==> config.mk <==
export PLATFORM = sky130hd
export DESIGN_NAME = lant_ant_table
export DESIGN_NICKNAME = d
export VERILOG_FILES = /design/src/rtl/assert_macros.svh /design/src/rtl/lant_ram.sv /design/src/rtl/lant_ant_table.sv
export SDC_FILE = /design/constraint.sdc
export NUM_CORES = 1
export LEC_CHECK = 0
export BUFFER_PORTS_ARGS = -buffer_cell sky130_fd_sc_hd__buf_2
export CORE_ASPECT_RATIO = 0.5
export CORE_MARGIN = 2
export CORE_UTILIZATION = 45
export DETAILED_ROUTE_END_ITERATION = 8
export HOLD_SLACK_MARGIN = 0.03
export PLACE_DENSITY = 0.71
export SETUP_SLACK_MARGIN = 0.2
export SLEW_MARGIN = 30
export SYNTH_ARGS = -nofsm -noshare
export SYNTH_HDL_FRONTEND = slang
export SYNTH_HIERARCHICAL = 1
export SYNTH_SLANG_ARGS = --single-unit
==> constraint.sdc <==
create_clock -name clk -period 1.85 [get_ports clk]
set_input_delay 0.37 -clock clk [delete_from_list [all_inputs] [get_ports clk]]
set_output_delay 0.37 -clock clk [all_outputs]
set_load 0.05 [all_outputs]
==> src/rtl/assert_macros.svh <==
// ----------------------------------------------------------------------------
// Assertion macros
// Clocked assertion wrappers; empty when SYNTHESIS is defined.
// ----------------------------------------------------------------------------
`ifndef ASSERT_MACROS_SVH
`define ASSERT_MACROS_SVH
`ifndef SYNTHESIS
// checked outside reset only
`define LANT_ASSERT(label, clk, rst, prop) \
  label: assert property (@(posedge clk) disable iff (rst) prop) \
    else $error("%m: assertion failed");
// checked at every edge, reset included
`define LANT_ASSERT_RST(label, clk, prop) \
  label: assert property (@(posedge clk) prop) \
    else $error("%m: assertion failed");
`else
`define LANT_ASSERT(label, clk, rst, prop)
`define LANT_ASSERT_RST(label, clk, prop)
`endif
`endif

==> src/rtl/lant_ram.sv <==
// ----------------------------------------------------------------------------
// lant_ram
// Generic simple dual-port RAM: one write port, one registered read port.
// ----------------------------------------------------------------------------
`default_nettype none

module lant_ram #(
  parameter int DATA_W = 1,
  parameter int DEPTH  = 2,
  localparam int AW    = (DEPTH > 1) ? $clog2(DEPTH) : 1
) (
  input  wire logic              clk,
  input  wire logic              we,
  input  wire logic [AW-1:0]     waddr,
  input  wire logic [DATA_W-1:0] wdata,
  input  wire logic [AW-1:0]     raddr,
  output logic      [DATA_W-1:0] rdata
);

  logic [DATA_W-1:0] mem [DEPTH];

  always_ff @(posedge clk) begin
    if (we) begin
      mem[waddr] <= wdata;
    end
    rdata <= mem[raddr];
  end

endmodule

`default_nettype wire

==> src/rtl/lant_ant_table.sv <==
// ----------------------------------------------------------------------------
// lant_ant_table
// Per-ant position and heading store. A valid bit per slot makes
// slots that were never written read as zero after reset.
// ----------------------------------------------------------------------------
`default_nettype none

module lant_ant_table #(
  parameter int DATA_W = 14,
  parameter int DEPTH  = 8,
  localparam int AW    = (DEPTH > 1) ? $clog2(DEPTH) : 1
) (
  input  wire logic              clk,
  input  wire logic              rst,
  input  wire logic              we,
  input  wire logic [AW-1:0]     waddr,
  input  wire logic [DATA_W-1:0] wdata,
  input  wire logic [AW-1:0]     raddr,
  output logic      [DATA_W-1:0] rdata
);

  logic [DEPTH-1:0]  valid;
  logic              valid_q;
  logic [DATA_W-1:0] ram_rdata;

  lant_ram #(
    .DATA_W (DATA_W),
    .DEPTH  (DEPTH)
  ) u_ram (
    .clk   (clk),
    .we    (we),
    .waddr (waddr),
    .wdata (wdata),
    .raddr (raddr),
    .rdata (ram_rdata)
  );

  always_ff @(posedge clk) begin
    if (rst) begin
      valid   <= '0;
      valid_q <= 1'b0;
    end else begin
      // sampled with the same timing as the RAM read
      valid_q <= valid[raddr];
      if (we) begin
        valid[waddr] <= 1'b1;
      end
    end
  end

  assign rdata = valid_q ? ram_rdata : '0;

endmodule

`default_nettype wire

Word-level counts from Yosys, hierarchy flattened
Memories as Yosys holds them, arrays and structs flattened. A register that Yosys moved wholly into a read port is not among the register bits.
Cells that the tools add are included.
{ "totals": {"reg_bits": 9, "latch_bits": 0, "ram_bits": 112, "rom_bits": 0, "in_bits": 23, "output_inout_bits": 14, "word_cells": 15, "mem_count": 1} }
{ "classes": {"n_addsub": 0, "mul": 0, "div": 0, "magnitude_cmp": 3, "n_eq_ne": 0, "n_shift": 0, "muxes": 7, "n_bitwise": 1, "reduce_logical": 1} }
{ "memory_table": {"columns": ["name", "words", "width", "rd", "rd_ports_with_merged_regs", "wr", "line_no", "source"], "rows": [
  ["u_ram.mem", 8, 14, 1, 1, 1, "lant_ram.sv:20", "logic [DATA_W-1:0] mem [DEPTH];"]
]} }
{ "op_table": {"columns": ["cell", "count"], "rows": [
  ["2-to-1 mux 14 bit", 1],
  ["< comparator 3 x 4 -> 1 bit, second input constant", 2],
  ["bitwise OR 8 bit", 1],
  ["2-to-1 mux 1 bit", 4],
  ["binary-select mux 1 bit (select 3 bit)", 1],
  ["demux 1 bit (select 3 bit)", 1],
  ["greater-or-equal comparator 3 x 1 -> 1 bit, second input constant", 1],
  ["logical AND 1 bit", 1]
]} }

Logic depth before layout (Yosys ltp)
Gate-level depths: netlist (run 1).
{ "logic_depth": {"depth_word": 5, "mapped_depth": 4, "mapped_depth_nobuf": 3} }

Hierarchy
Netlist (run 1), hierarchy kept.
{ "modules_own_cells": {"columns": ["mod", "instances", "cells_each", "area_each_um2", "seq_area_each_um2"], "rows": [
  ["lant_ram", 1, 188, 4635.7, 3643.5],
  ["lant_ant_table", 1, 53, 450.4, 180.2]
]} }

Worst setup path before layout (run 1)
Ideal clock, no wire load.
{ "synth_timing": {"path_kind": "input to register", "start": "input port waddr[2]", "end": "memory u_ram.mem[0][0], enable pin", "setup_time_ps": 403, "arrival_time_ps": 1549, "t_required_ps": 1447, "setup_slack_ps": -102, "stages": 2, "n_path_buf": 0, "path_cell_list": "nand2b_1 nor3_1"} }
{ "synth_lines": {"columns": ["element", "line_no", "source"], "rows": [
  ["start: declaration", "lant_ant_table.sv:16", "input wire logic [AW-1:0] waddr,"],
  ["end: declaration", "lant_ram.sv:20", null]
]} }
No word-level cell before the write port.

Worst setup path after layout (run 1)
{ "layout_timing": {"start": "register valid_q", "end": "output port rdata[7]"} }
{ "layout_via": {"elab_chain_cells": 1} }
{ "layout_rtl": {"columns": ["element", "line_no", "source"], "rows": [
  ["start: declaration", "lant_ant_table.sv:23", "logic valid_q;"],
  ["start signal: assignment", "lant_ant_table.sv:44", "valid_q <= valid[raddr];"],
  ["2-to-1 mux 14 bit", "lant_ant_table.sv:51", "assign rdata = valid_q ? ram_rdata : '0;"],
  ["end: declaration", "lant_ant_table.sv:19", "output logic [DATA_W-1:0] rdata"]
]} }
No other way between the ends.

==> key figures, run 1 <==
STA
  • Share of the clock period used by the worst path after layout: ~90%
  • Final-layout setup total negative slack: 0 ns
  • Number of hold violations in the final report: 0
  • Setup violations, final: 0
  • Fin Clk Skew: around 0.0057 ns
  • Transition time at the pin with the least slew margin: roughly 0.26 ns
  • Unrepaired setup endpoints after global routing: true
  • Slew Viols, Final: 0
  • Maximum frequency from static timing analysis: approximately 0.6 GHz
  • Worst hold margin: ~0.23 ns
  • Worst slew margin relative to its limit: a little over 80%
  • Final period demand of the worst path: between 1.5 and 2 ns

Finish
  • Number of nets in the finished design: ~330
  • Fraction of layout instances using a drive strength above 1: between 30% and 40%
  • Most common cell after layout, fill and taps aside: sky130_fd_sc_hd__edfxtp_1
  • Highest-count cells in the layout ignoring fill and taps: sky130_fd_sc_hd__edfxtp_1 (112), sky130_fd_sc_hd__mux4_1 (26), sky130_fd_sc_hd__buf_2 (22), sky130_fd_sc_hd__dfxtp_1 (22), sky130_fd_sc_hd__buf_4 (18)
  • Final antenna diode count: 0
  • Layout-stage area growth over the synthesis result: 23.76%

GRT
  • Largest net degree at the start of global routing: 18
  • Initial antenna violation count: 0
  • Vias in the first global route: 2,672
  • Total overflow reported by the global router: 0
  • Total track usage: 16.22%
  • First-pass GRT wire length: around 14,000 µm

Logic synthesis
  • Async set-or-reset flop fraction in the synthesized netlist: 0%
  • Leading register cell type out of synthesis: sky130_fd_sc_hd__edfxtp_1
  • Average instance area after synthesis: 21.10 µm²
  • Share of the yosys chip area belonging to registers: roughly three quarters
  • Count of flip-flops with a built-in enable after synthesis: roughly 110
  • Number of different library cells in the post-synthesis netlist: 22
  • #FFs+latches synth: 135
  • Netlist area before placement: ~5000 µm²
  • Yosys warning count: 6
  • Net count after synthesis: ~260
  • Instance count of the mapped netlist: approximately 240

Status
  • Result of the run: finished clean

Setup path
  • CP most frequent cell: sky130_fd_sc_hd__buf_6
  • Critical Path Source Type: flop
  • Register-to-Register Setup Slack: 0.57 ns
  • Cell family with most CP delay: flip-flops
  • Data required time of the critical path: about 1.5 ns
  • Cells along the critical path: buf_6 -> and2_1 -> buf_6
  • Crit path max-delay cell type: sky130_fd_sc_hd__dfxtp_4
  • CP Data Arrival Time: 1.26 ns
  • Number of cell instances on the worst register-to-register path: 2
  • Crit path max fanout: 7
  • Reg-to-Reg End: u_ram/rdata[5]$_DFF_P_
  • Buffers plus inverters on the worst setup path: 2
  • Type of element capturing the critical path: output pin
  • FF-to-FF Start: u_ram/mem[3][5]$_DFFE_PP_
  • Worst path max stage delay: between 0.3 and 0.4 ns
  • Worst Setup Path Type: flop to output pin

Drt
  • Total number of vias: between 2,000 and 2,500
  • Number of design rule violations left after detail routing: 0
  • Total wirelength of the detailed-routed design: roughly 9000 µm
  • Drt first pass iters: 4
  • First-iteration detailed-routing DRC count: roughly 170
  • Average via count per standard cell: around 5.3
  • Post-DR wirelength/cell: a little under 20 µm
  • Antenna Nets Post-Route: 0

Power
  • Internal: between 5 and 6 mW
  • Power per Cell Area: around 1100 nW/µm²
  • Clock network power share: 46.6%
  • Switching share of total power: about 20%
  • Static Leak: 2.271 nW
  • Logic pwr share: under 10%
  • Switching power summed over all nets: around 1.4 mW
  • Sequential share of power: between 40% and 50%
  • Peak supply drop: ~0.00089 V

CTS
  • Clock tree from TritonCTS: done
  • Clock network latency to the later pin of the worst-skew pair: between 0.4 and 0.5 ns
  • Number of buffers created by CTS: 17
  • Maximum count of clock buffers along a single path: 2
  • Count of clock tree sinks: between 100 and 150
  • Hold_buf cts: 0
  • Buffers inserted during post-CTS setup optimization: 0
  • Clock-pin transition on the worst setup and hold timing paths: about 0.050 ns
  • Root buffer cell: sky130_fd_sc_hd__clkbuf_16
  • Maximum level of the CTS H-tree: 4

Place
  • GP Congestion: approximately 0.7
  • Count of buffers inserted at the top-level ports: 36
  • DP HPWL: 5603 µm

Floorplan
  • Core region area: roughly 11,000 µm²
  • Number of ports placed on the die boundary: 37
  • Count of standard-cell rows: 27
  • Die Span Y: 79.18 µm
  • Floorplan die area: about 12,000 µm²
  • Die X-Extent: approximately 150 µm
  • Starting Density: a little under half

Job
  • Number of max-cap violations: 0

Hold path
  • Hold Path Origin: wdata[2]
  • Min-delay worst type: input pin to flop
  • Worst Hold Path Cells: 1
  • Hold Path End: u_ram/mem[2][2]$_DFFE_PP_
what timing repair did:
action | CTS | global route
pin swaps | 0 | 0
endpoints found under the setup margin | 14 | 14
gates resized for setup | 23 | 11
gates cloned | 0 | 1
kinds of logic after synthesis:
family                 synth area share (%)
AOI/OAI and AO/OA                     1.279
DFF                                   75.18
and+or+nand+nor                       4.059
buffers and inverters                 1.230
muxes                                 18.25
state kept, by name (all words and copies together), names as in the netlist:
name,flops
valid_q,1
valid,8
u_ram/rdata,14
u_ram/mem,112
routing by layer:
metal  wire [µm]  GRT usage [%]
met4         160          6.759
met2        4639          28.07
met1        3946          18.87
met3         432          5.513
met5           0              0
synth_stat cells, types with 2 or more instances:
cell type / instances / area, µm²
sky130_fd_sc_hd__buf_6: 3 / 33.78
sky130_fd_sc_hd__clkbuf_1: 3 / 11.26
sky130_fd_sc_hd__nand2_1: 2 / 7.510
sky130_fd_sc_hd__edfxtp_1: 112 / 3363
sky130_fd_sc_hd__a31oi_1: 4 / 25.02
sky130_fd_sc_hd__mux2_2: 14 / 157.7
sky130_fd_sc_hd__nor3_1: 2 / 10.01
sky130_fd_sc_hd__mux4_1: 26 / 683.2
sky130_fd_sc_hd__nor2_1: 17 / 63.81
sky130_fd_sc_hd__mux4_2: 3 / 67.56
sky130_fd_sc_hd__mux2i_1: 2 / 20.02
sky130_fd_sc_hd__nand2b_1: 3 / 18.77
sky130_fd_sc_hd__nor2b_1: 3 / 18.77
sky130_fd_sc_hd__buf_2: 2 / 10.01
sky130_fd_sc_hd__dfxtp_1: 23 / 460.4
sky130_fd_sc_hd__a21oi_1: 3 / 15.01
sky130_fd_sc_hd__and2_1: 14 / 87.58
worst max path at each step:
stage	startpoint	end	slack, ns	cells after the start
floorplan	waddr[2]	u_ram/mem[1][0]$_DFFE_PP_	0.27	2
detailed placement	raddr[0]	u_ram/rdata[4]$_DFF_P_	0.18	4
global placement	raddr[0]	u_ram/rdata[10]$_DFF_P_	0.21	4
CTS	valid_q$_SDFF_PP0_	rdata[11]	0.20	3
global route	valid_q$_SDFF_PP0_	rdata[6]	0.19	3
finish	valid_q$_SDFF_PP0_	rdata[7]	0.22	3
final cells by class:
type                       instances  area [µm²]
clock inverter                    13       153.9
fill                             777        4718
clock buffer                      19       452.9
sequential                       135        3827
inverter                           1       3.754
timing repair buffer              58       465.4
tap                              145       181.4
multi-input combinational         96        1210
through the flow:
stage | instance area [µm²] | power [mW] | utilization, % | cells | worst slack [ns]
after floorplan | 5096 | 3.742 | - | 241 | 0.2708
final | 6295 | 7.229 | 57.16 | 467 | 0.2241
after detailed placement | 5582 | 3.899 | 50.68 | 434 | 0.1840
after global routing | 6295 | 7.465 | 57.16 | 467 | 0.1856
after CTS | 6257 | 7.277 | 56.82 | 466 | 0.1998
after global placement | 5582 | 3.876 | 50.68 | 434 | 0.2072
power by group through the flow:
stage | logic, mW | registers, mW | clock network (mW)
floorplan | 0.246 | 3.50 | 0
global placement | 0.378 | 3.50 | 0
detailed placement | 0.392 | 3.51 | 0
CTS | 0.410 | 3.45 | 3.42
global route | 0.447 | 3.45 | 3.56
finish | 0.414 | 3.45 | 3.37
(Power assumes the default switching activity.)
==> run 2, diff against run 1 <==
SYNTH_HIERARCHICAL = default   (was 1)
==> key figures, run 2 <==
Status
  • Result of the run: finished clean

Setup path
  • Type of element capturing the critical path: output pin
  • Startpoint of the worst setup timing path: valid_q$_SDFF_PP0_
  • Crit path max fanout: 5
  • Worst Setup Path Type: flop to output pin
  • Number of cell instances on the worst register-to-register path: 2
  • Critical path endpoint: rdata[12]
  • Register-to-Register Setup Slack: approximately 0.58 ns
  • Reg-to-Reg End: u_ram.rdata[3]$_DFF_P_
  • Crit path max-delay cell type: sky130_fd_sc_hd__dfxtp_2
  • CP Data Arrival Time: ~1.2 ns
  • Critical Path Source Type: flop
  • Worst path max stage delay: between 0.3 and 0.4 ns
  • Data required time of the critical path: between 1 and 1.5 ns
  • FF-to-FF Start: u_ram.mem[1][3]$_DFFE_PP_
  • Cells along the critical path: buf_4 -> and2_1 -> clkbuf_4

GRT
  • Total overflow reported by the global router: 0
  • Largest net degree at the start of global routing: 23
  • Initial antenna violation count: 0
  • First-pass GRT wire length: roughly 14,000 µm
  • Total track usage: between 15 and 20%
  • Vias in the first global route: about 2,600

Finish
  • Most common cell after layout, fill and taps aside: sky130_fd_sc_hd__edfxtp_1
  • Flip-flop count of the largest register, all copies and words added: 112
  • Final instance area: 6206 µm²
  • Biggest regs: u_ram.mem (112), u_ram.rdata (14), valid (8)
  • Final antenna diode count: 0
  • Highest-count cells in the layout ignoring fill and taps: sky130_fd_sc_hd__edfxtp_1 (112), sky130_fd_sc_hd__mux4_1 (27), sky130_fd_sc_hd__buf_2 (22), sky130_fd_sc_hd__dfxtp_1 (22), sky130_fd_sc_hd__clkbuf_16 (17)
  • Biggest register: u_ram.mem
  • Number of nets in the finished design: about 320
  • Layout-stage area growth over the synthesis result: 22.32%
  • Util after Layout: 56.52%
  • Fraction of layout instances using a drive strength above 1: 32.35%

Drt
  • Total number of vias: approximately 2,400
  • Antenna Nets Post-Route: 0
  • Post-DR wirelength/cell: ~19 µm
  • Number of design rule violations left after detail routing: 0
  • Total wirelength of the detailed-routed design: just under 9000 µm
  • Drt first pass iters: 4
  • First-iteration detailed-routing DRC count: between 100 and 150
  • Average via count per standard cell: about 5.3

Logic synthesis
  • Cell accounting for the most synthesized area: sky130_fd_sc_hd__edfxtp_1
  • Yosys warning count: 0
  • Adder and majority gate portion of the synthesized area: 0%
  • Post-synthesis mux area share: 18.37%
  • Net count after synthesis: 255
  • Number of different library cells in the post-synthesis netlist: 22
  • Top cell types by occurrence after synthesis: sky130_fd_sc_hd__edfxtp_1 (112), sky130_fd_sc_hd__mux4_1 (27), sky130_fd_sc_hd__dfxtp_1 (23)
  • Instance count of the mapped netlist: between 200 and 250
  • Dominant combinational cell family by area after synthesis: multiplexers
  • Average instance area after synthesis: around 22 µm²
  • Leading register cell type out of synthesis: sky130_fd_sc_hd__edfxtp_1
  • Area fraction of the dominant cell type after synthesis: between 60 and 70%
  • Post-synthesis compound-gate area fraction: less than 1%
  • Count of flip-flops with a built-in enable after synthesis: 112
  • Share of the yosys chip area belonging to registers: roughly 75%
  • Post-synthesis xor/xnor area fraction: 0%
  • Async set-or-reset flop fraction in the synthesized netlist: 0%
  • Top cells by area in the synthesized netlist: sky130_fd_sc_hd__edfxtp_1 (66%), sky130_fd_sc_hd__mux4_1 (14%), sky130_fd_sc_hd__dfxtp_1 (9.1%)
  • Leading cell type by number of instances after synthesis: sky130_fd_sc_hd__edfxtp_1
  • Netlist area before placement: roughly 5000 µm²
  • #FFs+latches synth: about 140
  • Simple logic cell fraction of the synthesized area: under 10%

Power
  • Peak supply drop: ~0.00063 V
  • Static Leak: 2.230 nW
  • Power per Cell Area: about 1100 nW/µm²

CTS
  • Maximum level of the CTS H-tree: 4
  • Root buffer cell: sky130_fd_sc_hd__clkbuf_16
  • Clock network latency to the later pin of the worst-skew pair: 0.40 ns
  • Clock tree from TritonCTS: done
  • Count of clock tree sinks: between 100 and 150
  • Number of buffers created by CTS: 17
  • Maximum count of clock buffers along a single path: 2
  • Clock-pin transition on the worst setup and hold timing paths: approximately 0.060 ns

Place
  • Placed instance area: 5610 µm²
  • GP Congestion: between 0.6 and 0.7
  • DP HPWL: between 5000 and 6000 µm
  • Count of buffers inserted at the top-level ports: 36

Floorplan
  • Number of ports placed on the die boundary: 37
  • Starting Density: a little under half
  • Count of standard-cell rows: 27
  • Floorplan die area: between 10,000 and 15,000 µm²
  • Die X-Extent: 154.2 µm
  • Die Span Y: between 70 and 80 µm
  • Core region area: 10,980 µm²

STA
  • Final period demand of the worst path: 1.592 ns
  • Slew Viols, Final: 0
  • Number of hold violations in the final report: 0
  • Fin Clk Skew: about 0.0043 ns
  • Worst slew margin relative to its limit: between 60% and 70%
  • Setup violations, final: 0
  • Unrepaired setup endpoints after global routing: false
  • Share of the clock period used by the worst path after layout: a little under nine tenths
  • Transition time at the pin with the least slew margin: approximately 0.47 ns
  • Final-layout setup total negative slack: 0 ns
  • Maximum frequency from static timing analysis: 0.6281 GHz

Job
  • Number of max-cap violations: 0

Hold path
  • Min-delay worst type: input pin to flop
-- run 2: cell types whose count changed in the layout (fill, tap and decap cells not counted), sizes merged, moves of 3 or more --
cell | before | now
a21oi | 3 | 0
a31oi | 4 | 0
buf | 58 | 51
clkbuf | 19 | 28
clkinvlp | 4 | 0
nand2b | 3 | 0
nor2 | 17 | 13
nor2b | 3 | 0
o21ba | 0 | 3
-- run 2: how the worst min path moves through the flow --
stage	start	end	slack, ns	cells past startpoint
finish	wdata[8]	u_ram.mem[4][8]$_DFFE_PP_	0.23	1
global route	rst	valid[2]$_SDFFE_PP0P_	0.23	2
CTS	rst	valid[0]$_SDFFE_PP0P_	0.21	2
detailed placement	valid[0]$_SDFFE_PP0P_	valid[0]$_SDFFE_PP0P_	0.47	2
global placement	valid[1]$_SDFFE_PP0P_	valid[1]$_SDFFE_PP0P_	0.44	2
floorplan	valid[5]$_SDFFE_PP0P_	valid[5]$_SDFFE_PP0P_	0.43	2
-- run 2: final cells by class --
class	count	area (µm²)
fillers	774	4773
flip-flops and latches	135	3825
multi-input cells	86	1239
clock buffers	27	473.0
repair buffers	52	435.4
well taps	145	181.4
clock inverters	5	48.80
inverters	1	3.754
-- run 2: what timing repair did --
item / 4_1_cts / 5_1_grt
hold endpoints to repair: 0 / 0
buffers inserted: 0 / 0
hold buffers: 0 / 0
setup endpoints to repair: 13 / 10
gates resized for setup: 22 / 3
-- run 2: report_power, final --
group          switching, mW  internal [mW]
registers             0.0278           3.42
logic                  0.213          0.191
clock network           1.09           1.87
total                   1.33           5.48
-- run 2: logic make-up (layout without fill, tap and decap cells) --
family	after synthesis	after routing
compound gates	5	5
flops	135	135
simple gates	36	36
mux	45	45
buf+inv	11	85
-- run 2: routing by layer --
layer,wire [µm],vias to the layer above,track usage (%)
li1,-,1088,-
met1,3695,1255,18.12
met2,4624,49,27.94
met3,403,9,5.022
met4,65,0,5.607
met5,0,-,0
-- run 2: critical path, delay by kind of cell (launching register included) --
family	cells	cell delay, ns
and+or+nand+nor	1	0.12
buffers and inverters	2	0.36
DFF	1	0.34
-- run 2: through the flow --
step                      hold WS [ns]  power [mW]  instances  worst slack [ns]
after floorplan                 0.4348       3.744        232            0.3644
after global placement          0.4445       3.876        419            0.2205
after detailed placement        0.4674       3.899        419            0.1928
after CTS                       0.2131       6.864        451            0.1753
after global routing            0.2328       7.032        451            0.2094
final                           0.2311       6.813        451            0.2578
